[src/design/ecc_pkg.sv]
// Shared types and constants for the edge coverage counter.
// No dependencies; used by every other file of the block but the assertion macro header.
`timescale 1ns / 1ps

package ecc_pkg;

  localparam int unsigned IDX_W      = 16;
  localparam int unsigned PREV_W     = 15;
  localparam int unsigned CNT_W      = 8;
  localparam int unsigned UNIQUE_W   = 17;
  localparam int unsigned TOTAL_W    = 64;
  localparam int unsigned ADDR_W     = 32;
  localparam int unsigned LOG2_W     = 5;
  localparam int unsigned QDEPTH     = 2;

  localparam logic [LOG2_W-1:0] DEF_LOG2  = 5'd16;
  localparam logic [LOG2_W-1:0] MIN_LOG2  = 5'd10;
  localparam logic [LOG2_W-1:0] MAX_LOG2  = 5'd16;
  localparam logic [CNT_W-1:0]  COUNT_MAX = 8'd255;

  typedef enum logic [1:0] {
    OP_TRACE    = 2'd0,
    OP_NEW_CASE = 2'd1,
    OP_READ     = 2'd2
  } op_e;

  typedef enum logic [1:0] {
    ST_CLEAR,
    ST_IDLE,
    ST_READ
  } back_state_e;

  typedef struct packed {
    logic [1:0]       op;
    logic [IDX_W-1:0] idx;
  } cmd_t;

endpackage

[src/design/ecc_queue.sv]
// Two-entry command queue between front end and back end.
// Depends on ecc_pkg for the command type.
`timescale 1ns / 1ps

module ecc_queue (
  input  logic          clk_i,
  input  logic          rst_ni,
  input  logic          push_i,
  input  ecc_pkg::cmd_t push_cmd_i,
  output logic          full_o,
  input  logic          pop_i,
  output logic          valid_o,
  output ecc_pkg::cmd_t pop_cmd_o
);

  localparam int unsigned PTR_W = $clog2(ecc_pkg::QDEPTH);
  localparam int unsigned CNT_W = $clog2(ecc_pkg::QDEPTH + 1);

  ecc_pkg::cmd_t    slots_q [ecc_pkg::QDEPTH];
  logic [PTR_W-1:0] wr_q, wr_d, rd_q, rd_d;
  logic [CNT_W-1:0] cnt_q, cnt_d;

  assign full_o    = (cnt_q == CNT_W'(ecc_pkg::QDEPTH));
  assign valid_o   = (cnt_q != '0);
  assign pop_cmd_o = slots_q[rd_q];

  always_comb begin
    wr_d  = wr_q;
    rd_d  = rd_q;
    cnt_d = cnt_q;
    if (push_i) begin
      wr_d = (wr_q == PTR_W'(ecc_pkg::QDEPTH - 1)) ? '0 : wr_q + 1'b1;
    end
    if (pop_i) begin
      rd_d = (rd_q == PTR_W'(ecc_pkg::QDEPTH - 1)) ? '0 : rd_q + 1'b1;
    end
    if (push_i && !pop_i) begin
      cnt_d = cnt_q + 1'b1;
    end else if (pop_i && !push_i) begin
      cnt_d = cnt_q - 1'b1;
    end
  end

  always_ff @(posedge clk_i) begin
    if (push_i) begin
      slots_q[wr_q] <= push_cmd_i;
    end
  end

  always_ff @(posedge clk_i or negedge rst_ni) begin
    if (!rst_ni) begin
      wr_q  <= '0;
      rd_q  <= '0;
      cnt_q <= '0;
    end else begin
      wr_q  <= wr_d;
      rd_q  <= rd_d;
      cnt_q <= cnt_d;
    end
  end

endmodule

[config.mk]
export PLATFORM = sky130hd
export DESIGN_NAME = ecc_queue
export DESIGN_NICKNAME = d
export VERILOG_FILES = /design/src/design/ecc_pkg.sv /design/src/design/ecc_queue.sv
export SDC_FILE = /design/constraint.sdc
export NUM_CORES = 1
export LEC_CHECK = 0
export BUFFER_PORTS_ARGS = -buffer_cell sky130_fd_sc_hd__buf_2
export CAP_MARGIN = 20
export CORE_ASPECT_RATIO = 1.25
export CORE_MARGIN = 1
export CORE_UTILIZATION = 35
export CTS_CLUSTER_DIAMETER = 30
export DETAILED_ROUTE_END_ITERATION = 8
export PLACE_DENSITY_LB_ADDON = 0.1
export SYNTH_ARGS = -nofsm -noshare
export SYNTH_HDL_FRONTEND = slang
export SYNTH_SLANG_ARGS = --single-unit
[constraint.sdc]
create_clock -name clk_i -period 3.4 [get_ports clk_i]
set_input_delay 0.17 -clock clk_i [delete_from_list [all_inputs] [get_ports clk_i]]
set_output_delay 0.17 -clock clk_i [all_outputs]
set_load 0.02 [all_outputs]
==> Word-level counts from Yosys, hierarchy flattened <==
Memories as Yosys holds them, arrays and structs flattened.
Cells that the tools add are included.
{ "totals": {"input_bits": 22, "ram_bits": 36, "mem_bits_ro": 0, "ff_bits": 4, "latchBits": 0, "mem_count": 1, "elab_cells": 21} }
{ "memory_table": {"columns": ["memory", "words", "word_bits", "read_ports", "rd_clocked_by_memory_dff", "wr", "line", "text"], "rows": [
  ["slots_q", 2, 18, 1, 0, 1, "ecc_queue.sv:19", "ecc_pkg::cmd_t slots_q [ecc_pkg::QDEPTH];"]
]} }
{ "op_classes": {"bitwise": 0, "eq_ne": 1, "shift": 0, "n_mul": 0, "reduce_logical": 6, "n_mux": 6, "n_addsub": 4, "n_lt_le_gt_ge": 0, "div": 0} }
{ "op_table": {"columns": ["cell", "n"], "rows": [
  ["$mux 1", 4],
  ["$mux 2", 2],
  ["$reduce_bool 2->1", 2],
  ["$add 1x1->1 const B", 2],
  ["$add 2x1->2 const B", 1],
  ["$eq 2x2->1 const B", 1],
  ["$logic_and 1x1->1", 2],
  ["$logic_not 1->1", 2],
  ["$sub 2x1->2 const B", 1]
]} }

==> Depth between registers and ports, before layout <==
Gate-level depths: netlist (run 1).
{ "logic_depth": {"word_depth": 4, "depth_mapped": 5, "ltp_nobuf": 5} }

==> Least setup slack after synthesis (run 1) <==
Ideal clock, no wire load.
{ "synth_path": {"path_kind": "register to register", "startpoint": "reg wr_q", "endpoint": "mem slots_q[0][0] (netlist bit) (enable)", "t_arrival_ps": 1227, "t_required_ps": 3005, "setup_slack_ps": 1779, "path_stages_with_launch": 2, "path_cell_list": "dfrtp_1 nor2b_1"} }
{ "synth_rtl": {"columns": ["element", "line", "text"], "rows": [
  ["start, declared", "ecc_queue.sv:20", "logic [PTR_W-1:0] wr_q, wr_d, rd_q, rd_d;"],
  ["start signal, assigned", "ecc_queue.sv:56", "wr_q <= wr_d;"],
  ["end, declared", "ecc_queue.sv:19", null]
]} }
No word-level cell before the write port.

==> parameters.txt, run 1 <==
Parameter                              Value

Final layout
  Fraction of final layout cells with drive strength greater than 1 ... 55.0%
  Share of the core filled with cells in the final layout ... 45.0%
  Sequential cell area ... about 1200 µm²
  Combined area of the multi-input logic cells ... 324 µm²
  Number of antenna diodes ... 0
  Area delta synth->final ... 21.9%
  Fill cell instance count of the final layout ... 420
  NumNets Final ... 142

Timing
  Ratio of final minimum period to clock period ... 59.1%
  Final hold viol count ... 0
  Setup repair after global routing missed its margin ... no
  Worst Max-Slew Pin Slew ... approximately 990 ps
  Post-route setup TNS ... 0 ps
  Setup-failing EPs final ... 0
  Worst clock skew ... approximately 6.4 ps
  Final-report max-slew violation count ... 0
  Minimum period implied by the final worst setup slack ... 2010 ps
  Rel. slew slack ... 33.6%
  Achievable frequency ... 497 MHz

Synth
  Summed instance area of the synthesized netlist ... 1540 µm²
  Warning count from the yosys run ... 0
  Yosys reg bits ... 40
  Synthesized area per cell ... 21.4 µm²
  Post-synthesis sequential area ratio ... 76.8%
  Post-Synthesis Net Count ... 95
  Number of distinct library cell variants in the gate-level netlist after synthesis ... 14
  Gate count of the mapped netlist ... 72

Critical path
  Buffers & Inverters on Critical Path ... 1
  Sort of element at the end of the critical path ... output port
  Internal reg-to-reg setup slack ... roughly 1800 ps
  Worst EP arrival ... 1840 ps
  Instance count on the critical path ... 2
  Worst reg2reg path endpoint ... slots_q[0][2]$_DFFE_PP_
  Cells along the critical path ... mux2_2, buf_2
  Biggest fanout along the worst timing path ... 19
  Critical Setup Path Class ... flip-flop to output port
  Reg2reg start ... wr_q$_DFFE_PN0P_
  Required time at the endpoint of the critical path ... 3230 ps
  Startpoint Class ... flip-flop
  Setup crit end ... pop_cmd_o[5]
  Source of the critical timing path ... rd_q$_DFFE_PN0P_
  Max incr delay on CP ... 970 ps
  Worst R2R Path Depth ... 1
  Slowest cell on the critical path ... sky130_fd_sc_hd__dfrtp_1
  Family with the most delay on the worst path ... flip-flops

Place
  Half-perimeter wire length after placement ... 1570 µm
  Number of port buffers ... just over 40
  Global placement routability congestion ... around 0.66

Detailed routing
  Drt total wl ... around 2400 µm
  Number of DRC violations after detailed routing ... 0
  Iteration-0 DRC Markers ... 18
  Via/cell ratio ... 4.34
  Count of vias placed by the detailed router ... 764
  Routed wirelength normalized by instance count ... 13.6 µm
  Count of nets left with antenna violations after detail routing ... 0
  Drt pass-1 iters ... 4

Global routing
  Global routing usage summed across all routing layers ... about an eighth
  Largest net degree at the start of global routing ... 20
  Wire length of the first global-routing pass ... approximately 3800 µm
  Antenna violations before repair ... 0
  Via count of the first global-routing pass ... 824
  Residual overflow from global routing ... 0

CTS
  Clock tree from TritonCTS ... done
  Count of hold-fix buffers inserted at cts ... 1
  Number of buffers inserted by post-CTS setup repair ... 0
  Buffer depth of the longest clock path ... 2
  Clock latency of the later-clocked register in the worst-skew pair ... 290 ps
  Post_cts resized ... 0
  Cts bufs inserted ... 5
  Clk root buf ... sky130_fd_sc_hd__clkbuf_8
  Clock-pin slew of the registers on the worst-case setup and hold paths ... 70 ps
  Number of sinks on the clock net ... 40
  Depth of the CTS H-tree ... 2

Die
  Effective utilization at floorplan ... about 37%
  Area of the die ... approximately 4700 µm²
  Die outline width ... 61.3 µm
  Number of cell rows ... 26
  Core outline area ... between 4000 and 5000 µm²
  Vertical extent of the die ... 76.1 µm
  Boundary Pins ... 42

Status
  Result of the run ... completed

Power and ir drop
  Post-layout total power ... ~1.5 mW
  Power per unit of standard cell area ... 815 nW/µm²
  Leakage power of the design ... 0.745 nW
  Worst vdd ir ... 0.421 mV

Min path
  Hold crit path type ... input pin to flip-flop
  Min-Delay Path Depth ... 1

Run
  Number of maximum-capacitance constraint violations ... 0
how the worst min path moves through the flow:
stage | end | start | slack, ps
2_1_floorplan | cnt_q[0]$_DFFE_PN0P_ | rst_ni | -130
3_3_place_gp | cnt_q[1]$_DFFE_PN0P_ | rst_ni | -20
3_5_place_dp | cnt_q[0]$_DFFE_PN0P_ | rst_ni | -10
4_1_cts | slots_q[0][6]$_DFFE_PP_ | push_cmd_i[6] | 50
5_1_grt | slots_q[0][9]$_DFFE_PP_ | push_cmd_i[9] | 50
6_report | slots_q[0][6]$_DFFE_PP_ | push_cmd_i[6] | 60
final cells by class:
| type | instances | area share, % |
|---|---|---|
| clock inverters | 1 | 0.200 |
| clock buffers | 7 | 4.07 |
| inverters | 1 | 0.200 |
| flip-flops and latches | 40 | 63.0 |
| repair buffers | 42 | 11.5 |
| well taps | 56 | 3.74 |
| multi-input cells | 29 | 17.3 |
state kept, by name (all words and copies together), names as in the netlist:
name and cells:
rd_q 1, cnt_q 2, slots_q 36, wr_q 1
power by group:
group          internal, mW  switching [mW]  leakage [nW]
clock network         0.143           0.150        0.0399
registers             0.660          0.0890         0.385
logic                 0.232           0.254         0.321
Yosys cell counts:
library cell / count / area, µm²
sky130_fd_sc_hd__nor2_1: 1 / 3.75
sky130_fd_sc_hd__buf_6: 1 / 11.3
sky130_fd_sc_hd__ha_1: 1 / 12.5
sky130_fd_sc_hd__dfrtp_1: 4 / 100
sky130_fd_sc_hd__and2_1: 1 / 6.26
sky130_fd_sc_hd__inv_1: 1 / 3.75
sky130_fd_sc_hd__buf_12: 1 / 20.0
sky130_fd_sc_hd__xor2_1: 4 / 35.0
sky130_fd_sc_hd__nor2b_1: 2 / 12.5
sky130_fd_sc_hd__edfxtp_1: 36 / 1080
sky130_fd_sc_hd__mux2_2: 9 / 101
sky130_fd_sc_hd__or2_2: 1 / 6.26
sky130_fd_sc_hd__mux2_4: 9 / 135
sky130_fd_sc_hd__xnor2_1: 1 / 8.76
per-stage QoR:
step	setup slack (ps)	hold slack (ps)	cells	cell area (µm²)
CTS	1330	54.7	176	1870
floorplan	1780	-126	72	1540
global route	1240	51.5	176	1870
finish	1390	64.6	176	1870
global placement	1660	-16.8	167	1780
detailed placement	1640	-11.5	167	1780
cell usage in the layout (no fill, tap or decap), drive strengths merged:
cell type,synthesis,final
xor2,4,4
dlygate4sd3,0,1
inv,1,1
dfrtp,4,4
mux2,18,18
clkinv,0,1
nor2b,2,2
ha,1,1
and2,1,1
edfxtp,36,36
xnor2,1,1
clkbuf,0,7
buf,2,41
or2,1,1
nor2,1,1
cells by family after synthesis:
kind of cell               Yosys count  share of synthesized area (%)
xor gates and xnor gates             5                           2.85
DFF                                 40                           76.8
adders and majority gates            1                          0.814
and+or+nand+nor                      5                           1.87
buffers and inverters                3                           2.28
muxes                               18                           15.4
layer usage:
metal  vias to the layer above  GRT usage, %  wire [µm]
li1                        365             -          -
met1                       365          13.3        989
met2                        27          18.0       1190
met3                         7          5.60        152
met4                         0          6.14         52
met5                         -             0          0
Note: power is estimated with default switching activity, not from simulation.
==> inputs of run 2 (changes only) <==
==> constraint.sdc (replaced) <==
create_clock -name clk_i -period 1.75 [get_ports clk_i]
set_input_delay 0.0875 -clock clk_i [delete_from_list [all_inputs] [get_ports clk_i]]
set_output_delay 0.0875 -clock clk_i [all_outputs]
set_load 0.02 [all_outputs]
==> run 2 against run 1 <==
Net effect:
- cell area grew 12%
- combinational power grew 130%
- core utilization grew 5.4 points
- via count grew 13%
- clock skew shrank 0.67 ps
- hold slack lost 57 ps
- global-route usage grew 0.23 points
- largest cell class unchanged
==> parameters.txt, run 2 (synthesis results as in run 1) <==
Parameter                              Value

Status
  Result of the run ... completed

Critical path
  Instance count on the critical path ... 3
  Max incr delay on CP ... 360 ps
  Worst R2R Path Depth ... 2
  Cells along the critical path ... buf_4, mux2_2, buf_2
  Sort of element at the end of the critical path ... output port
  Critical Setup Path Class ... flip-flop to output port
  Worst EP arrival ... roughly 1400 ps
  Buffers & Inverters on Critical Path ... 2
  Family with the most delay on the worst path ... buffers and inverters
  Biggest fanout along the worst timing path ... 12
  Required time at the endpoint of the critical path ... 1660 ps
  Slowest cell on the critical path ... sky130_fd_sc_hd__mux2_2
  Startpoint Class ... flip-flop

Timing
  Final hold viol count ... 0
  Achievable frequency ... between 600 and 700 MHz
  Ratio of final minimum period to clock period ... 83.8%
  Post-route setup TNS ... 0 ps
  Setup slack after layout ... 283 ps
  Worst clock skew ... 5.70 ps
  Setup-failing EPs final ... 0
  Rel. slew slack ... 75.8%
  Worst Max-Slew Pin Slew ... 361 ps
  Worst hold margin ... 7.96 ps
  Minimum period implied by the final worst setup slack ... 1470 ps
  Setup repair after global routing missed its margin ... no
  Final-report max-slew violation count ... 0

Global routing
  Global routing usage summed across all routing layers ... between 10% and 20%
  Antenna violations before repair ... 0
  Via count of the first global-routing pass ... 863
  Largest net degree at the start of global routing ... 13
  Wire length of the first global-routing pass ... 3900 µm
  Residual overflow from global routing ... 0

CTS
  Number of sinks on the clock net ... 40
  Depth of the CTS H-tree ... 2
  Buffer depth of the longest clock path ... 2
  Clock tree from TritonCTS ... done
  Count of hold-fix buffers inserted at cts ... 19
  Clock-pin slew of the registers on the worst-case setup and hold paths ... 70 ps
  Number of buffers inserted by post-CTS setup repair ... 0
  Cts bufs inserted ... 5
  Clk root buf ... sky130_fd_sc_hd__clkbuf_8
  Post_cts resized ... 0
  Clock latency of the later-clocked register in the worst-skew pair ... 280 ps

Detailed routing
  Drt total wl ... 2480 µm
  Via/cell ratio ... 4.30
  Drt pass-1 iters ... 4
  Routed wirelength normalized by instance count ... between 10 and 15 µm
  Number of DRC violations after detailed routing ... 0
  Iteration-0 DRC Markers ... 34
  Count of vias placed by the detailed router ... 860
  Count of nets left with antenna violations after detail routing ... 0

Power and ir drop
  Worst vdd ir ... 0.824 mV
  Power per unit of standard cell area ... 1450 nW/µm²
  Leakage power of the design ... between 0.8 and 0.9 nW
  Post-layout total power ... 3.05 mW

Final layout
  Cell Count, Final, Fillers Out ... 200
  Commonest non-fill, non-tap cells in the layout ... 41 x sky130_fd_sc_hd__buf_2, 36 x sky130_fd_sc_hd__edfxtp_1, 19 x sky130_fd_sc_hd__dlygate4sd3_1
  Number of antenna diodes ... 0
  Fill cell instance count of the final layout ... 404
  Fraction of final layout cells with drive strength greater than 1 ... 50.7%
  Largest registers ... slots_q x36, cnt_q x2
  NumNets Final ... 166
  Most common cell after layout, fill and taps aside ... sky130_fd_sc_hd__buf_2
  Combined area of the multi-input logic cells ... between 300 and 400 µm²
  Area delta synth->final ... 36.6%
  Register with the most flip-flops ... slots_q
  Sequential cell area ... 1180 µm²
  Largest register FFs ... 36

Place
  Half-perimeter wire length after placement ... 1790 µm
  Number of port buffers ... roughly 40
  Worst Setup Slack post-DPL ... roughly 500 ps
  Global placement routability congestion ... 0.633
  Placed Cells incl. Taps ... 173

Die
  Vertical extent of the die ... 76.1 µm
  Boundary Pins ... 42
  Core outline area ... 4160 µm²
  Number of cell rows ... 26
  Die outline width ... 61.3 µm
  Area of the die ... around 4700 µm²
  Effective utilization at floorplan ... 36.9%

Min path
  Hold crit path type ... input pin to flip-flop
  Min-Delay Path Depth ... 1

Run
  Number of maximum-capacitance constraint violations ... 0
[run 2: per-layer routing]
metal  GRT usage (%)  share of wire (%)  wire length (µm)  up-vias
met2            19.9                 55              1360       27
li1                -                  -                 -      410
met4            5.45                1.9                48        0
met5               0                  0                 0        -
met3            5.09                5.3               131        5
met1            12.8                 38               937      418
[run 2: stage by stage]
stage / instance area (µm²) / util [%]
2_1_floorplan: 1540 / -
3_5_place_dp: 1830 / 43.9
5_1_grt: 2100 / 50.5
4_1_cts: 2100 / 50.5
3_3_place_gp: 1830 / 43.9
6_report: 2100 / 50.5
[run 2: worst reg2reg max path, stage by stage (launching register included)]
cell and delay [ps]:
sky130_fd_sc_hd__dfrtp_1 410, sky130_fd_sc_hd__nor2b_2 330, sky130_fd_sc_hd__buf_4 240
[run 2: power by group]
group | total, mW | switching (mW) | internal [mW]
clock | 0.563 | 0.284 | 0.279
combinational | 1.14 | 0.606 | 0.529
sequential | 1.35 | 0.0751 | 1.28
[run 2: worst paths after layout]
path,startpoint,to,slack [ps]
max in group asynchronous,rst_ni,rd_q$_DFFE_PN0P_,1470
worst min-delay path,push_cmd_i[7],slots_q[0][7]$_DFFE_PP_,8
worst max-delay path,rd_q$_DFFE_PN0P_,pop_cmd_o[15],280
worst max register to register,wr_q$_DFFE_PN0P_,slots_q[0][5]$_DFFE_PP_,490
worst min register to register,cnt_q[1]$_DFFE_PN0P_,cnt_q[1]$_DFFE_PN0P_,490
min in group asynchronous,rst_ni,cnt_q[0]$_DFFE_PN0P_,140
[run 2: area by class of cell]
cell class,count,area share (%)
inverters,1,0.179
multi-input cells,29,15.4
clock inverters,1,0.238
repair buffers,66,21.0
flip-flops and latches,40,56.2
clock buffers,7,3.63
well taps,56,3.34
==> inputs of run 3 (changes only) <==
==> constraint.sdc (replaced) <==
create_clock -name clk_i -period 1.2 [get_ports clk_i]
set_input_delay 0.06 -clock clk_i [delete_from_list [all_inputs] [get_ports clk_i]]
set_output_delay 0.06 -clock clk_i [all_outputs]
set_load 0.02 [all_outputs]
==> run 3 against run 2 <==
Net effect:
- the run now ends with negative setup slack left
- cell area rose by 12%
- non-clock buffer count rose by 5
- combinational power rose by 120%
- hold slack improved by 11 ps
- critical path depth did not move
- global-route usage rose by 1.0 points
- critical endpoint is now pop_cmd_o[10]
==> parameters.txt, run 3 (synthesis results as in run 1) <==
Parameter                              Value

Status
  Result of the run ... complete, but fails checks
  Violations in the final reports ... negative setup slack

Power and ir drop
  Post-layout total power ... about 5.3 mW
  Leakage power of the design ... 0.981 nW
  Power per unit of standard cell area ... 2240 nW/µm²
  Worst vdd ir ... 1.25 mV

Die
  Area of the die ... around 4700 µm²
  Effective utilization at floorplan ... between 30% and 40%
  Vertical extent of the die ... 76.1 µm
  Die outline width ... 61.3 µm
  Core outline area ... 4160 µm²
  Boundary Pins ... 42
  Number of cell rows ... 26

Global routing
  Largest net degree at the start of global routing ... 14
  GR met2 Demand/Resource ... around 22%
  Global routing usage on met1 ... 12.4%
  Met3 usage in global routing ... 6.62%
  Busiest metal layer after global routing ... met2
  Via count of the first global-routing pass ... 937
  Residual overflow from global routing ... 0
  Wire length of the first global-routing pass ... about 4200 µm
  Antenna violations before repair ... 0
  Global routing usage summed across all routing layers ... 13.0%

Critical path
  Slowest cell on the critical path ... sky130_fd_sc_hd__dfrtp_2
  Max incr delay on CP ... 470 ps
  Biggest fanout along the worst timing path ... 5
  Cells along the critical path ... clkbuf_16, mux2_4, buf_6
  Required time at the endpoint of the critical path ... between 1000 and 1500 ps
  Worst R2R Path Depth ... 2
  Startpoint Class ... flip-flop
  Worst EP arrival ... around 1400 ps
  Sort of element at the end of the critical path ... output port
  Critical Setup Path Class ... flip-flop to output port

Timing
  Worst clock skew ... 2.46 ps
  Final-report max-slew violation count ... 0
  Worst Max-Slew Pin Slew ... 181 ps
  Minimum period implied by the final worst setup slack ... 1430 ps
  Setup-failing EPs final ... 18
  Ratio of final minimum period to clock period ... 119%
  Final hold viol count ... 0
  Achievable frequency ... 698 MHz
  Setup slack after layout ... -233 ps
  Rel. slew slack ... 87.9%
  Setup repair after global routing missed its margin ... yes

Detailed routing
  Via/cell ratio ... 4.29
  Iteration-0 DRC Markers ... 12
  Count of nets left with antenna violations after detail routing ... 0
  Count of vias placed by the detailed router ... 875
  Number of DRC violations after detailed routing ... 0
  Drt pass-1 iters ... 4
  Drt total wl ... ~2800 µm
  Routed wirelength normalized by instance count ... 13.6 µm

CTS
  Clock-pin slew of the registers on the worst-case setup and hold paths ... 70 ps
  Buffer depth of the longest clock path ... 2
  Clk root buf ... sky130_fd_sc_hd__clkbuf_8
  Clock latency of the later-clocked register in the worst-skew pair ... 280 ps
  Clock tree from TritonCTS ... done
  Depth of the CTS H-tree ... 2
  Cts bufs inserted ... 5
  Number of sinks on the clock net ... 40

Final layout
  Register with the most flip-flops ... slots_q
  Largest register FFs ... 36
  Commonest non-fill, non-tap cells in the layout ... 36 x sky130_fd_sc_hd__edfxtp_1, 22 x sky130_fd_sc_hd__buf_2, 21 x sky130_fd_sc_hd__buf_6
  NumNets Final ... 171
  Fraction of final layout cells with drive strength greater than 1 ... 53.4%
  Area delta synth->final ... 53.6%
  Most common cell after layout, fill and taps aside ... sky130_fd_sc_hd__edfxtp_1
  Cell Count, Final, Fillers Out ... just over 200
  Largest registers ... slots_q x36, cnt_q x2
  Number of antenna diodes ... 0

Min path
  Hold crit path type ... input pin to flip-flop
  Min-Delay Path Depth ... 2

Place
  Placed Cells incl. Taps ... 174
  Global placement routability congestion ... 0.731
  Number of port buffers ... 41
  Half-perimeter wire length after placement ... ~1700 µm

Run
  Number of maximum-capacitance constraint violations ... 0
-- run 3: report_power, final --
| part | total, mW | switching, mW | internal [mW] |
|---|---|---|---|
| clock network | 0.796 | 0.402 | 0.394 |
| registers | 2.01 | 0.144 | 1.87 |
| logic | 2.47 | 1.04 | 1.43 |
| total | 5.28 | 1.58 | 3.70 |
-- run 3: area by class of cell --
cell class | instances | area (µm²)
Timing Repair Buffer | 71 | 662
Sequential cell | 40 | 1180
Fill cell | 368 | 1800
Inverter | 1 | 3.75
Clock inverter | 1 | 5.00
Multi-Input combinational cell | 29 | 367
Clock buffer | 6 | 72.6
Tap cell | 56 | 70.1
-- run 3: final timing paths --
path	start	end	slack, ps
worst max-delay path	rd_q$_DFFE_PN0P_	pop_cmd_o[10]	-230
worst min-delay path	push_i	wr_q$_DFFE_PN0P_	20
worst max register to register	wr_q$_DFFE_PN0P_	slots_q[1][1]$_DFFE_PP_	140
worst min register to register	wr_q$_DFFE_PN0P_	wr_q$_DFFE_PN0P_	540
max in group asynchronous	rst_ni	rd_q$_DFFE_PN0P_	960
min in group asynchronous	rst_ni	rd_q$_DFFE_PN0P_	110
-- run 3: routing by layer --
layer,part of all wire (%),wire length [µm]
met1,37,1040
met2,56,1550
met3,5.2,144
met4,1.4,40
met5,0,0
-- run 3: repair_timing --
item,in CTS,in global routing
cloned,0,1
resized for setup,14,37
hold buffers,20,0
endpoints found under the setup margin,19,19
hold endpoints to repair,41,0
setup buffers,1,1
-- run 3: through the flow --
step | setup TNS [ps] | worst slack, ps | utilization, % | cell area (µm²) | hold WS, ps
final | -3910 | -233 | 56.7 | 2360 | 19.1
after detailed placement | 0 | 66.1 | 45.2 | 1880 | -125
after global placement | 0 | 73.4 | 45.2 | 1880 | -128
after CTS | -3880 | -245 | 53.1 | 2210 | 10.9
after floorplan | 0 | 103 | - | 1550 | -236
after global routing | -4970 | -290 | 56.7 | 2360 | 34.7
-- run 3: critical path, delay by kind of cell, from the launching register on --
| family | cells | cell delay, ps |
|---|---|---|
| mux | 1 | 300 |
| flops | 1 | 470 |
| buf+inv | 2 | 320 |
