<file path="config.mk">
export PLATFORM = sky130hd
export DESIGN_NAME = ecc_front_flat
export DESIGN_NICKNAME = d
export VERILOG_FILES = /design/src/design/ecc_pkg.sv /design/src/design/ecc_if.sv /design/src/design/ecc_front.sv /design/src/flat_wrapper.sv
export SDC_FILE = /design/constraint.sdc
export NUM_CORES = 1
export LEC_CHECK = 0
export CORE_MARGIN = 8
export CORE_UTILIZATION = 33
export CTS_BUF_LIST = sky130_fd_sc_hd__clkbuf_16
export CTS_CLUSTER_DIAMETER = 100
export DETAILED_ROUTE_END_ITERATION = 7
export DONT_BUFFER_PORTS = 1
export PLACE_DENSITY_LB_ADDON = 0.05
export SYNTH_ARGS = -nofsm -noshare
export SYNTH_HDL_FRONTEND = slang
export SYNTH_SLANG_ARGS = --single-unit
</file>
<file path="constraint.sdc">
create_clock -name clk_i -period 2.1 [get_ports clk_i]
set_input_delay 0.21 -clock clk_i [delete_from_list [all_inputs] [get_ports clk_i]]
set_output_delay 0.21 -clock clk_i [all_outputs]
set_load 0.01 [all_outputs]
</file>
<file path="src/design/ecc_pkg.sv">
// Shared types and constants for the edge coverage counter.
// No dependencies; used by every other file of the block but the assertion macro header.
`timescale 1ns / 1ps

package ecc_pkg;

  localparam int unsigned IDX_W      = 16;
  localparam int unsigned PREV_W     = 15;
  localparam int unsigned CNT_W      = 8;
  localparam int unsigned UNIQUE_W   = 17;
  localparam int unsigned TOTAL_W    = 64;
  localparam int unsigned ADDR_W     = 32;
  localparam int unsigned LOG2_W     = 5;
  localparam int unsigned QDEPTH     = 2;

  localparam logic [LOG2_W-1:0] DEF_LOG2  = 5'd16;
  localparam logic [LOG2_W-1:0] MIN_LOG2  = 5'd10;
  localparam logic [LOG2_W-1:0] MAX_LOG2  = 5'd16;
  localparam logic [CNT_W-1:0]  COUNT_MAX = 8'd255;

  typedef enum logic [1:0] {
    OP_TRACE    = 2'd0,
    OP_NEW_CASE = 2'd1,
    OP_READ     = 2'd2
  } op_e;

  typedef enum logic [1:0] {
    ST_CLEAR,
    ST_IDLE,
    ST_READ
  } back_state_e;

  typedef struct packed {
    logic [1:0]       op;
    logic [IDX_W-1:0] idx;
  } cmd_t;

endpackage

</file>
<file path="src/design/ecc_if.sv">
// Valid/ready channel interfaces for the edge coverage counter.
// Depends on ecc_pkg for field widths.
`timescale 1ns / 1ps

interface ecc_in_if;
  logic                          valid;
  logic                          ready;
  logic [1:0]                    operation;
  logic [ecc_pkg::ADDR_W-1:0]    block_address;
  logic [ecc_pkg::IDX_W-1:0]     read_index;

  modport source (output valid, output operation, output block_address,
                  output read_index, input ready);
  modport sink   (input valid, input operation, input block_address,
                  input read_index, output ready);
endinterface


</file>
<file path="src/design/ecc_front.sv">
// Front end: map size register, previous location and edge index computation.
// Depends on ecc_pkg and ecc_in_if; pushes commands into ecc_queue.
`timescale 1ns / 1ps

module ecc_front #(
  parameter int unsigned MAP_ENTRIES = 65536
) (
  input  logic                        clk_i,
  input  logic                        rst_ni,
  input  logic                        cfg_we_i,
  input  logic [ecc_pkg::LOG2_W-1:0]  cfg_wdata_i,
  ecc_in_if.sink                      in_i,
  input  logic                        clearing_i,
  input  logic                        q_full_i,
  output logic                        push_o,
  output ecc_pkg::cmd_t               cmd_o
);

  localparam logic [ecc_pkg::IDX_W-1:0] PHYS_MASK = ecc_pkg::IDX_W'(MAP_ENTRIES - 1);

  logic [ecc_pkg::LOG2_W-1:0] map_size_q;
  logic [ecc_pkg::PREV_W-1:0] prev_q, prev_d;
  logic [ecc_pkg::LOG2_W-1:0] lg;
  logic [ecc_pkg::IDX_W-1:0]  mask, fold, cur, trace_idx;

  assign in_i.ready = !clearing_i && !q_full_i;
  assign push_o     = in_i.valid && in_i.ready;

  always_comb begin
    lg = map_size_q;
    if (lg < ecc_pkg::MIN_LOG2 || lg > ecc_pkg::MAX_LOG2) begin
      lg = ecc_pkg::DEF_LOG2;
    end
    mask      = ecc_pkg::IDX_W'((17'd1 << lg) - 17'd1) & PHYS_MASK;
    fold      = in_i.block_address[15:0] ^ in_i.block_address[31:16];
    cur       = fold & mask;
    trace_idx = (cur ^ {1'b0, prev_q}) & mask;
  end

  always_comb begin
    prev_d    = prev_q;
    cmd_o.op  = in_i.operation;
    cmd_o.idx = '0;
    case (ecc_pkg::op_e'(in_i.operation))
      ecc_pkg::OP_TRACE: begin
        cmd_o.idx = trace_idx;
        if (push_o) begin
          prev_d = cur[ecc_pkg::IDX_W-1:1];
        end
      end
      ecc_pkg::OP_NEW_CASE: begin
        if (push_o) begin
          prev_d = '0;
        end
      end
      ecc_pkg::OP_READ: begin
        cmd_o.idx = in_i.read_index & PHYS_MASK;
      end
      default: begin
        cmd_o.idx = '0;
      end
    endcase
  end

  always_ff @(posedge clk_i or negedge rst_ni) begin
    if (!rst_ni) begin
      map_size_q <= ecc_pkg::DEF_LOG2;
      prev_q     <= '0;
    end else begin
      if (cfg_we_i) begin
        map_size_q <= cfg_wdata_i;
      end
      prev_q <= prev_d;
    end
  end

endmodule

</file>
<file path="src/flat_wrapper.sv">
// flat-port wrapper written by rule: the top's interface ports become plain ports
module ecc_front_flat 
#(
  parameter int unsigned MAP_ENTRIES = 65536
)
  (clk_i, rst_ni, cfg_we_i, cfg_wdata_i, clearing_i, q_full_i, push_o, cmd_o, in_i_valid, in_i_operation, in_i_block_address, in_i_read_index, in_i_ready);
  ecc_in_if in_i_i ();
  input  logic clk_i;
  input  logic rst_ni;
  input  logic cfg_we_i;
  input  logic [ecc_pkg::LOG2_W-1:0] cfg_wdata_i;
  input  logic clearing_i;
  input  logic q_full_i;
  output logic push_o;
  output ecc_pkg::cmd_t cmd_o;
  input wire logic [$bits(in_i_i.valid)-1:0] in_i_valid;
  input wire logic [$bits(in_i_i.operation)-1:0] in_i_operation;
  input wire logic [$bits(in_i_i.block_address)-1:0] in_i_block_address;
  input wire logic [$bits(in_i_i.read_index)-1:0] in_i_read_index;
  output wire logic [$bits(in_i_i.ready)-1:0] in_i_ready;
  assign in_i_i.valid = in_i_valid;
  assign in_i_i.operation = in_i_operation;
  assign in_i_i.block_address = in_i_block_address;
  assign in_i_i.read_index = in_i_read_index;
  assign in_i_ready = in_i_i.ready;
  ecc_front #(.MAP_ENTRIES(MAP_ENTRIES)) u_core (.clk_i(clk_i), .rst_ni(rst_ni), .cfg_we_i(cfg_we_i), .cfg_wdata_i(cfg_wdata_i), .in_i(in_i_i), .clearing_i(clearing_i), .q_full_i(q_full_i), .push_o(push_o), .cmd_o(cmd_o));
endmodule
</file>
# Word level (Yosys, flattened, before mapping)

Cells that the tools add are included.

Add/sub/neg operators: 1
Magnitude comparators: 2
Equality and inequality tests: 4
Shift-type cells: 1
Multiplexer cells: 5
Bitwise logic cells: 4
Reduce and logical (&&, ||, !) cells: 8

Operators with widths:

| operator                                                             | count |
|---|---|
| 16-bit bitwise AND                                                   | 2 |
| 16-bit one-hot mux with 2 select lines                               | 1 |
| 15-bit two-way mux                                                   | 2 |
| 15-bit one-hot mux with 2 select lines                               | 1 |
| 1-bit by 5-bit left shift with 16-bit output, first input constant   | 1 |
| 16-bit by 1-bit subtractor with 16-bit output, second input constant | 1 |
| 16-bit by 15-bit bitwise XOR with 16-bit output                      | 1 |
| 16-bit bitwise XOR                                                   | 1 |
| 5-bit > comparator, second input constant                            | 1 |
| 5-bit by 4-bit < comparator with 1-bit output, second input constant | 1 |
| 5-bit two-way mux                                                    | 1 |
| 2-bit inequality test, second input constant                         | 2 |
| 3-bit AND reduction                                                  | 1 |
| 2-bit by 1-bit == test with 1-bit output, second input constant      | 1 |
| 2-bit == test, second input constant                                 | 1 |
| 1-bit logical AND                                                    | 2 |
| 1-bit logical NOT                                                    | 2 |
| 2-bit logical NOT                                                    | 1 |
| 2-bit nonzero test                                                   | 1 |
| 1-bit logical OR                                                     | 1 |

Register bits after elaboration: 20
Input port bits: 61
Output and inout bits: 20

# Longest topological paths before layout

Gate-level depths: netlist of run 1.

Depth in word-level cells: 9
Mapped depth: 6
Depth with buffers taken out: 5

# Worst setup path after synthesis of run 1

No wires, ideal clock.

Path type: reg-to-output
From: reg u_core.map_size_q[0] in the netlist's numbering
To: out cmd_o[14] in the netlist's numbering
Arrival time: 1.171 ns
Required time: 1.890 ns
Slack: 0.719 ns
Cell stages (with the launch flop): 4
Path through: dfrtp_1 mux2_2 a32o_2 a32o_1

RTL lines:

| what                   | RTL line           | text |
|---|---|---|
| from (decl)            | ecc_front.sv:21    | `logic [ecc_pkg::LOG2_W-1:0] map_size_q;` |
| from (signal assigned) | ecc_front.sv:67    | `map_size_q <= ecc_pkg::DEF_LOG2;` |
| from (signal assigned) | ecc_front.sv:71    | `map_size_q <= cfg_wdata_i;` |
| to (decl)              | flat_wrapper.sv:15 | `output ecc_pkg::cmd_t cmd_o;` |

==> impl_metrics.json, run 1 <==
{
  "post_dp_cell_area_sq_um": 1420,
  "grt_overflow": 0,
  "grt_pass1_wl_microns": 5980,
  "synth-seq-cells": 20,
  "powerDensity_nw_per_um2": 726,
  "synth_top_area_share_pct": 34.0,
  "drc": 0,
  "combinationalPowerShare_pct": 21.2,
  "critPathArrivalTime_ns": 1.64,
  "ys_seq_area_share_pct": 35.9,
  "finalMaxSlewViolations": 0,
  "drt_first_iter_violations": 44,
  "leakage_nw": 0.644,
  "fin_setup_tns_ns": 0,
  "globalplace.congestion": 0.709,
  "n_antenna_cell": 0,
  "portBuffers": 0,
  "p_clk_share_pct": 36.3,
  "endpoint_kind": "output port",
  "ys_warn_count": 0,
  "vias": 1042,
  "cts.sinks": 20,
  "hold_viol_final": 0,
  "worst_pin_slew_ns": 0.937,
  "critPathKind": "flip-flop to output port",
  "clock_skew_ns": 0.00265,
  "netlist-cell-type-count": 31,
  "rsz0062_at_grt": "no",
  "stdcell_count": 189,
  "fin_area_sq_um": 1510,
  "dp.cells": 184,
  "fin_nets": 202,
  "cap_violations": 0,
  "relSlewSlack_pct": 37.3,
  "synth_area_leaders": "dfrtp_1 (34%), xor2_1 (13%), xnor2_1 (7.5%)",
  "drive_above_1_share_pct": 6.47,
  "avgViaCountPerCell": 5.51,
  "synth_flop_cell": "dfrtp_1",
  "hold_ws_ns": 0.0492,
  "die_area_sq_um": 6570,
  "seq_power_share_pct": 42.5,
  "rrSetupSlack_ns": 0.69,
  "cts_max_path_buffers": 2,
  "fmax_mhz": 541,
  "core.rowCount": 23,
  "ant_nets": 0,
  "cp-start-kind": "flip-flop",
  "core-area_sq_um": 4030,
  "cts-root-buf": "clkbuf_16",
  "syn_inst": 141,
  "hold_class": "primary input to flip-flop",
  "synth-edff-count": 0,
  "syn_to_final_growth_pct": 8.06,
  "tritoncts": "yes",
  "clk_latency_ns": 0.25,
  "die_w_microns": 81.1,
  "fin_crit_sh_pct": 87.9,
  "start_util_pct": 34.7,
  "totalWireLength_microns": 3910,
  "ys_async_sr_fraction_pct": 100,
  "critical_path_required_ns": 1.89,
  "hpwl_microns": 3100,
  "syn_area_sq_um": 1400,
  "grt_max_degree": 21,
  "routedWlPerCell_microns": 20.7,
  "grt_pass1_vias": 1140,
  "cts_resized": 0,
  "firstDrtPassIters": 4,
  "grt.total_usage_pct": 11.7,
  "postSynthAreaPerCell_sq_um": 9.91,
  "min_period_ns": 1.85,
  "p_int_w": 0.000799,
  "antenna_found_initial": 0,
  "timing.hold.worst_path_depth": 1,
  "pin_count": 81,
  "die_h_microns": 81.1,
  "cts_buffers": 3,
  "power_switching_w": 0.000298,
  "crit_fanout": 4,
  "ir_drop_uv": 259,
  "yosys.area.top_type": "dfrtp_1",
  "cts_htree_levels": 1,
  "clkTransAtPathRegs_ns": 0.06,
  "status": "completed",
  "swShare_pct": 27.2,
  "setup_viol": 0,
  "rr_worst_depth": 4
}
-- cells by family after synthesis --
kind of cell	share of synthesized area (%)
adder cells (fa/ha/maj)	0.895
AO/OA/AOI/OAI	18.2
AND/OR/NAND/NOR	12.7
XOR/XNOR	20.1
other	0.268
buffers and inverters	3.58
flip-flops	35.9
multiplexers	8.42
-- what timing repair did --
action / in CTS / in global routing
setup endpoints to repair: 0 / 0
hold endpoints to repair: 20 / 0
setup buffers: 0 / 0
hold buffers: 1 / 0
-- worst max-delay path, cell delays in order (launching register included) --
cell	delay (ns)
dfstp_2	0.38
nor2b_1	0.27
o21ai_1	0.18
a32o_2	0.27
a32o_1	0.29
-- cell usage in the layout (no fill, tap or decap), types with 4 or more instances in the layout --
cell      n
a21oi_1   5
a22o_1    8
a32o_1    9
dfrtp_1  19
mux2_1    5
mux2i_1   5
nand2_1  13
nor2_1    7
nor2b_1   4
o21ai_1   6
xnor2_1  12
xor2_1   20
-- power by group through the flow --
| stage | combinational [W] | clock, W | sequential (W) |
|---|---|---|---|
| after floorplan | 0.000204 | 0 | 0.000463 |
| after global placement | 0.000222 | 0 | 0.000472 |
| after detailed placement | 0.000225 | 0 | 0.000473 |
| after CTS | 0.000236 | 0.000409 | 0.000466 |
| after global routing | 0.000263 | 0.000420 | 0.000472 |
| final | 0.000233 | 0.000398 | 0.000466 |
-- cell type report --
| cell class | count | area [sq um] |
|---|---|---|
| fill | 429 | 2520 |
| multi-input combinational | 112 | 850 |
| sequential | 20 | 502 |
| clock buffer | 3 | 75.1 |
| tap | 50 | 62.6 |
| timing repair buffer | 1 | 10.0 |
| inverter | 2 | 7.51 |
| clock inverter | 1 | 3.75 |
-- flip-flops by register name, summed over array words and instances, names as in the netlist --
signal / flops
u_core.prev_q: 15
u_core.map_size_q: 5
-- worst paths after layout --
kind | from | end
max reg2reg | u_core.map_size_q[4] | u_core.prev_q[13]
min | in_i_operation[0] | u_core.prev_q[14]
min reg2reg | u_core.map_size_q[3] | u_core.map_size_q[3]
max in group asynchronous | rst_ni | u_core.prev_q[2]
max | u_core.map_size_q[4] | cmd_o[14]
min in group asynchronous | rst_ni | u_core.map_size_q[3]
-- metrics by stage --
stage / utilization [%] / setup slack [ns] / total power [W]
finish: 37.5 / 0.253 / 0.00110
global route: 37.5 / 0.184 / 0.00116
CTS: 37.5 / 0.273 / 0.00111
detailed placement: 35.3 / 0.553 / 0.000698
global placement: 35.3 / 0.534 / 0.000694
floorplan: - / 0.719 / 0.000667
-- layer usage --
layer / GRT usage (%) / share of wire, % / vias to the layer above / wire, microns
li1: - / - / 498 / -
met1: 15.7 / 44 / 498 / 1730
met2: 17.6 / 46 / 44 / 1800
met3: 3.75 / 9.6 / 2 / 374
met4: 3.21 / 0.36 / 0 / 14
met5: 0 / 0 / - / 0
-- synthesized netlist by cell type, drive strengths merged, types with 3 or more instances --
master  count
xor2       20
dfrtp      19
nand2      13
xnor2      12
a32o       10
a22o        8
buf         7
nor2        7
o21ai       7
mux2        6
a21oi       5
mux2i       5
nor2b       4
nand3b      3
(Power assumes the default switching activity.)
==> inputs of run 2 (changes only) <==
MAX_ROUTING_LAYER = met4   (was unset)
SETUP_SLACK_MARGIN = 0.3   (was unset)
SKIP_LAST_GASP = 1   (was unset)
==> run 2 against run 1 <==
Against the previous run:
- register-to-register slack better by 0.08 ns
- hold slack hardly changed
- non-clock buffer count stayed put
- clock power hardly changed
- maximum frequency is 7.2% higher
- first-iteration DRC count is 14% lower
- via count is 0.58% higher
- sequential power hardly changed
- largest power group unchanged
==> impl_metrics.json, run 2 (synthesis results as in run 1) <==
{
  "status": "completed",
  "post_dp_cell_area_sq_um": 1420,
  "grt_max_degree": 21,
  "die_w_microns": 81.1,
  "pin_count": 81,
  "final_cell_mix": "xor2_1 (20), dfrtp_1 (19), nand2_1 (13)",
  "grt_pass1_vias": 1146,
  "antenna_found_initial": 0,
  "ant_nets": 0,
  "avgViaCountPerCell": 5.54,
  "cap_violations": 0,
  "multi_input_area_sq_um": 857,
  "core.rowCount": 23,
  "hold_class": "primary input to flip-flop",
  "firstDrtPassIters": 4,
  "cp-start-kind": "flip-flop",
  "swShare_pct": 27.1,
  "power_switching_w": 0.000298,
  "combinationalPowerShare_pct": 21.4,
  "rsz0062_at_grt": "no",
  "finalMaxSlewViolations": 0,
  "clock_skew_ns": 0.00260,
  "cts_buffers": 3,
  "whs_endpoint": "u_core.prev_q[14]",
  "stdcell_count": 189,
  "critPathArrivalTime_ns": 1.51,
  "seq_power_share_pct": 42.5,
  "cts.sinks": 20,
  "max_flop_register": "u_core.prev_q",
  "grt_overflow": 0,
  "r2r-start": "u_core.map_size_q[1]",
  "relSlewSlack_pct": 37.5,
  "rrSetupSlack_ns": 0.77,
  "layout_commonest_cell": "xor2_1",
  "cts_htree_levels": 1,
  "start_util_pct": 34.7,
  "totalWireLength_microns": 3920,
  "ir_drop_uv": 259,
  "clk_latency_ns": 0.25,
  "critPathKind": "flip-flop to output port",
  "die_area_sq_um": 6570,
  "leakage_nw": 0.649,
  "p_int_w": 0.000801,
  "crit_fanout": 7,
  "drive_above_1_share_pct": 7.19,
  "rr_endpoint": "u_core.prev_q[11]",
  "die_h_microns": 81.1,
  "largest_register_ffs": 15,
  "setup_viol": 0,
  "fin_crit_sh_pct": 82.0,
  "syn_to_final_growth_pct": 8.59,
  "drc": 0,
  "min_period_ns": 1.72,
  "core-area_sq_um": 4030,
  "n_antenna_cell": 0,
  "endpoint_kind": "output port",
  "globalplace.congestion": 0.717,
  "hpwl_microns": 3100,
  "hold_viol_final": 0,
  "p_clk_share_pct": 36.1,
  "critical_path_required_ns": 1.89,
  "fin_setup_tns_ns": 0,
  "cts-root-buf": "clkbuf_16",
  "grt_pass1_wl_microns": 5970,
  "regArea_sq_um": 502,
  "tritoncts": "yes",
  "fmax_mhz": 580,
  "portBuffers": 0,
  "vias": 1048,
  "worst_pin_slew_ns": 0.934,
  "fin_nets": 202,
  "clkTransAtPathRegs_ns": 0.06,
  "cts_max_path_buffers": 2,
  "timing.hold.worst_path_depth": 1,
  "fin_area_sq_um": 1520,
  "powerDensity_nw_per_um2": 724,
  "reg_top3": "u_core.prev_q x15, u_core.map_size_q x5",
  "drt_first_iter_violations": 38,
  "routedWlPerCell_microns": 20.7,
  "rr_worst_depth": 4,
  "dp.cells": 184,
  "n_fill_cell": 428,
  "grt.total_usage_pct": 12.1,
  "min_from": "in_i_operation[0]"
}
==> run 2: layout make-up <==
| cell class | instances | area share [%] |
|---|---|---|
| Multi-Input combinational cell | 112 | 56.5 |
| Sequential cell | 20 | 33.1 |
| Clock buffer | 3 | 4.95 |
| Tap cell | 50 | 4.12 |
| Timing Repair Buffer | 1 | 0.660 |
| Inverter | 2 | 0.495 |
| Clock inverter | 1 | 0.247 |
==> run 2: stage by stage <==
stage | worst slack, ns | util (%) | power [W] | hold slack [ns]
after floorplan | 0.719 | - | 0.000667 | -0.0856
after global placement | 0.534 | 35.3 | 0.000694 | -0.0850
after detailed placement | 0.553 | 35.3 | 0.000698 | -0.0848
after CTS | 0.372 | 37.5 | 0.00111 | 0.0438
after global routing | 0.301 | 37.7 | 0.00116 | 0.0475
final | 0.377 | 37.7 | 0.00110 | 0.0496
==> run 2: worst max-delay path by stage <==
stage,from,endpoint,slack (ns),depth (start not counted)
floorplan,u_core.map_size_q[0],cmd_o[14],0.72,3
global placement,u_core.map_size_q[3],cmd_o[14],0.53,4
detailed placement,u_core.map_size_q[4],cmd_o[14],0.55,4
CTS,u_core.map_size_q[1],cmd_o[12],0.37,4
global route,u_core.map_size_q[1],cmd_o[13],0.30,4
finish,u_core.map_size_q[1],cmd_o[12],0.38,4
==> run 2: timing repair <==
action | in CTS | in global routing
buffers inserted | 0 | 0
hold endpoints to repair | 20 | 0
hold buffers | 1 | 0
gates resized for setup | 1 | 1
endpoints found under the setup margin | 1 | 1
==> run 2: power by group through the flow <==
stage | Combinational [W] | Clock [W] | Sequential, W
2_1_floorplan | 0.000204 | 0 | 0.000463
6_report | 0.000235 | 0.000397 | 0.000467
5_1_grt | 0.000265 | 0.000420 | 0.000474
4_1_cts | 0.000236 | 0.000409 | 0.000466
3_3_place_gp | 0.000222 | 0 | 0.000472
3_5_place_dp | 0.000225 | 0 | 0.000473
==> run 2: routing by layer <==
metal / share of wire [%] / track usage, % / vias to the layer above
met5: 0 / - / -
met2: 46 / 17.6 / 48
met4: 0.43 / 3.21 / 0
met3: 7.9 / 2.76 / 2
met1: 46 / 16.4 / 502
li1: - / - / 496
==> run 2: worst max-delay path: stages (launching register included) <==
cell and delay (ns):
dfrtp_1 0.43, o21ai_0 0.18, a21oi_1 0.08, a311o_1 0.30, a32o_1 0.27
==> inputs of run 3 (changes only) <==
clock period = 1.64 ns   (was 2.1 ns; I/O delays follow)
==> run 3 against run 2 <==
Against the previous run:
- the run now ends with setup timing left
- highest routed layer unchanged
- die area is the same
- hold slack worse by 0.0012 ns
- power up 32%
- critical path depth shrank 1
- sequential share of layout area down 2.5 points
- largest cell class unchanged
- worst setup slack worse by 0.38 ns
- clock power is 27% higher
- register-to-register slack worse by 0.51 ns
- via count grew 3.8%
- final cell count increased by 5.3%
- non-clock buffer count increased by 10
- largest power group unchanged
==> impl_metrics.json, run 3 (synthesis results as in run 1) <==
{
  "seq_power_share_pct": 41.2,
  "critPathTopFamily": "compound AO/OA/AOI/OAI gates",
  "ir_drop_uv": 347,
  "finalMaxSlewViolations": 0,
  "n_antenna_cell": 0,
  "r2r-start": "u_core.map_size_q[2]",
  "p_clk_share_pct": 34.8,
  "cts_htree_levels": 1,
  "die_h_microns": 81.1,
  "worst-path-stages": 3,
  "hold_class": "primary input to flip-flop",
  "power_switching_w": 0.000392,
  "cap_violations": 0,
  "leakage_nw": 0.730,
  "layout_commonest_cell": "xor2_1",
  "cts_buffers": 3,
  "combinationalPowerShare_pct": 24.1,
  "grt_pass1_wl_microns": 6280,
  "core-area_sq_um": 4030,
  "critPathArrivalTime_ns": 1.48,
  "crit_fanout": 4,
  "cts.sinks": 20,
  "drc": 0,
  "grt.total_usage_pct": 12.7,
  "die_w_microns": 81.1,
  "syn_to_final_growth_pct": 17.5,
  "fmax_mhz": 609,
  "totalWireLength_microns": 4020,
  "swShare_pct": 27.0,
  "die_area_sq_um": 6570,
  "violations": "setup timing",
  "min_period_ns": 1.64,
  "endpoint": "cmd_o[14]",
  "setup_viol": 1,
  "max_stage_delay_ns": 0.42,
  "hpwl_microns": 3150,
  "cp-start-kind": "flip-flop",
  "status": "complete, but fails checks",
  "finalWorstSetupSlack_ns": -0.00133,
  "routedWlPerCell_microns": 20.2,
  "crit_start": "u_core.map_size_q[0]",
  "relSlewSlack_pct": 33.7,
  "clkTransAtPathRegs_ns": 0.06,
  "ant_nets": 0,
  "largest_register_ffs": 15,
  "max_flop_register": "u_core.prev_q",
  "drt_first_iter_violations": 36,
  "rrSetupSlack_ns": 0.26,
  "grt_max_degree": 21,
  "critPathKind": "flip-flop to output port",
  "clk_latency_ns": 0.25,
  "worst_pin_slew_ns": 0.991,
  "grt_overflow": 0,
  "post_dp_cell_area_sq_um": 1450,
  "min_from": "cfg_wdata_i[3]",
  "clock_skew_ns": 0.00130,
  "fin_crit_sh_pct": 100,
  "p_int_w": 0.00106,
  "rr_endpoint": "u_core.prev_q[11]",
  "core.rowCount": 23,
  "cts_max_path_buffers": 2,
  "avgViaCountPerCell": 5.47,
  "rsz0062_at_grt": "yes",
  "pin_count": 81,
  "firstDrtPassIters": 4,
  "antenna_found_initial": 0,
  "cp_common_cell": "a32o_2",
  "portBuffers": 0,
  "reg_top3": "u_core.prev_q x15, u_core.map_size_q x5",
  "globalplace.congestion": 0.826,
  "fin_area_sq_um": 1640,
  "crit_buf_inv": 0,
  "powerDensity_nw_per_um2": 883,
  "drive_above_1_share_pct": 20.8,
  "endpoint_kind": "output port",
  "critical_path_required_ns": 1.48,
  "final_cell_mix": "xor2_1 (20), dfrtp_1 (19), nand2_1 (13)",
  "grt_pass1_vias": 1270,
  "rr_worst_depth": 5,
  "slowest_stage": "dfrtp_1",
  "start_util_pct": 34.7,
  "cts-root-buf": "clkbuf_16",
  "hold_viol_final": 0,
  "vias": 1088,
  "fin_setup_tns_ns": -0.00133,
  "tritoncts": "yes",
  "fin_nets": 212,
  "cp_cell_sequence": "mux2_4 -> a32o_2 -> a32o_2"
}
-- run 3: changes by cell type in the layout (fill, tap and decap cells not counted), moves of 2 or more --
cell,delta
buf_4,+8
a32o_2,+3
a21oi_2,+4
a21oi_1,-4
a32o_1,-3
nor2b_1,-2
o21ai_2,+2
-- run 3: layer usage --
metal | wire length (microns) | GRT usage, % | vias to the layer above
met5 | 0 | - | -
li1 | - | - | 518
met4 | 16 | 2.68 | 0
met1 | 1750 | 16.2 | 516
met3 | 343 | 2.32 | 2
met2 | 1910 | 20.4 | 52
-- run 3: cell type report --
cell class                 instances  area [sq um]
fill                             420          2390
clock buffer                       3          75.1
multi-input combinational        112           900
sequential                        20           502
timing repair buffer              11          91.3
inverter                           2          7.51
clock inverter                     1          3.75
tap                               50          62.6
-- run 3: through the flow --
stage | total power [W] | hold slack [ns] | std cells | worst slack [ns] | utilization (%)
2_1_floorplan | 0.000855 | -0.132 | 142 | 0.305 | -
3_3_place_gp | 0.000897 | -0.131 | 188 | 0.213 | 36.0
3_5_place_dp | 0.000901 | -0.131 | 188 | 0.194 | 36.0
4_1_cts | 0.00147 | 0.0464 | 198 | 0.00435 | 40.4
5_1_grt | 0.00154 | 0.0507 | 199 | -0.0480 | 40.7
6_report | 0.00145 | 0.0484 | 199 | -0.00133 | 40.7
-- run 3: worst min path at each step --
stage	end	cells after the start
3_5_place_dp	u_core.prev_q[11]	0
3_3_place_gp	u_core.prev_q[11]	0
5_1_grt	u_core.map_size_q[3]	1
4_1_cts	u_core.map_size_q[3]	1
2_1_floorplan	u_core.map_size_q[0]	0
6_report	u_core.map_size_q[3]	1
-- run 3: power by group through the flow --
stage	registers [W]	clock network [W]	logic (W)
floorplan	0.000593	0	0.000262
global placement	0.000605	0	0.000293
detailed placement	0.000605	0	0.000296
CTS	0.000597	0.000523	0.000347
global route	0.000604	0.000547	0.000391
finish	0.000597	0.000504	0.000349
-- run 3: worst register-to-register path, delay by kind of cell (launching register included) --
family,cells,cell delay (ns)
buf+inv,1,0.14
flops,1,0.45
compound gates,4,0.68
-- run 3: timing repair --
| action | CTS | global route |
|---|---|---|
| pin swaps | 10 | 0 |
| hold endpoints to repair | 21 | 0 |
| setup endpoints to repair | 9 | 10 |
| hold buffers | 2 | 0 |
| setup buffers | 4 | 1 |
| resized for setup | 16 | 2 |
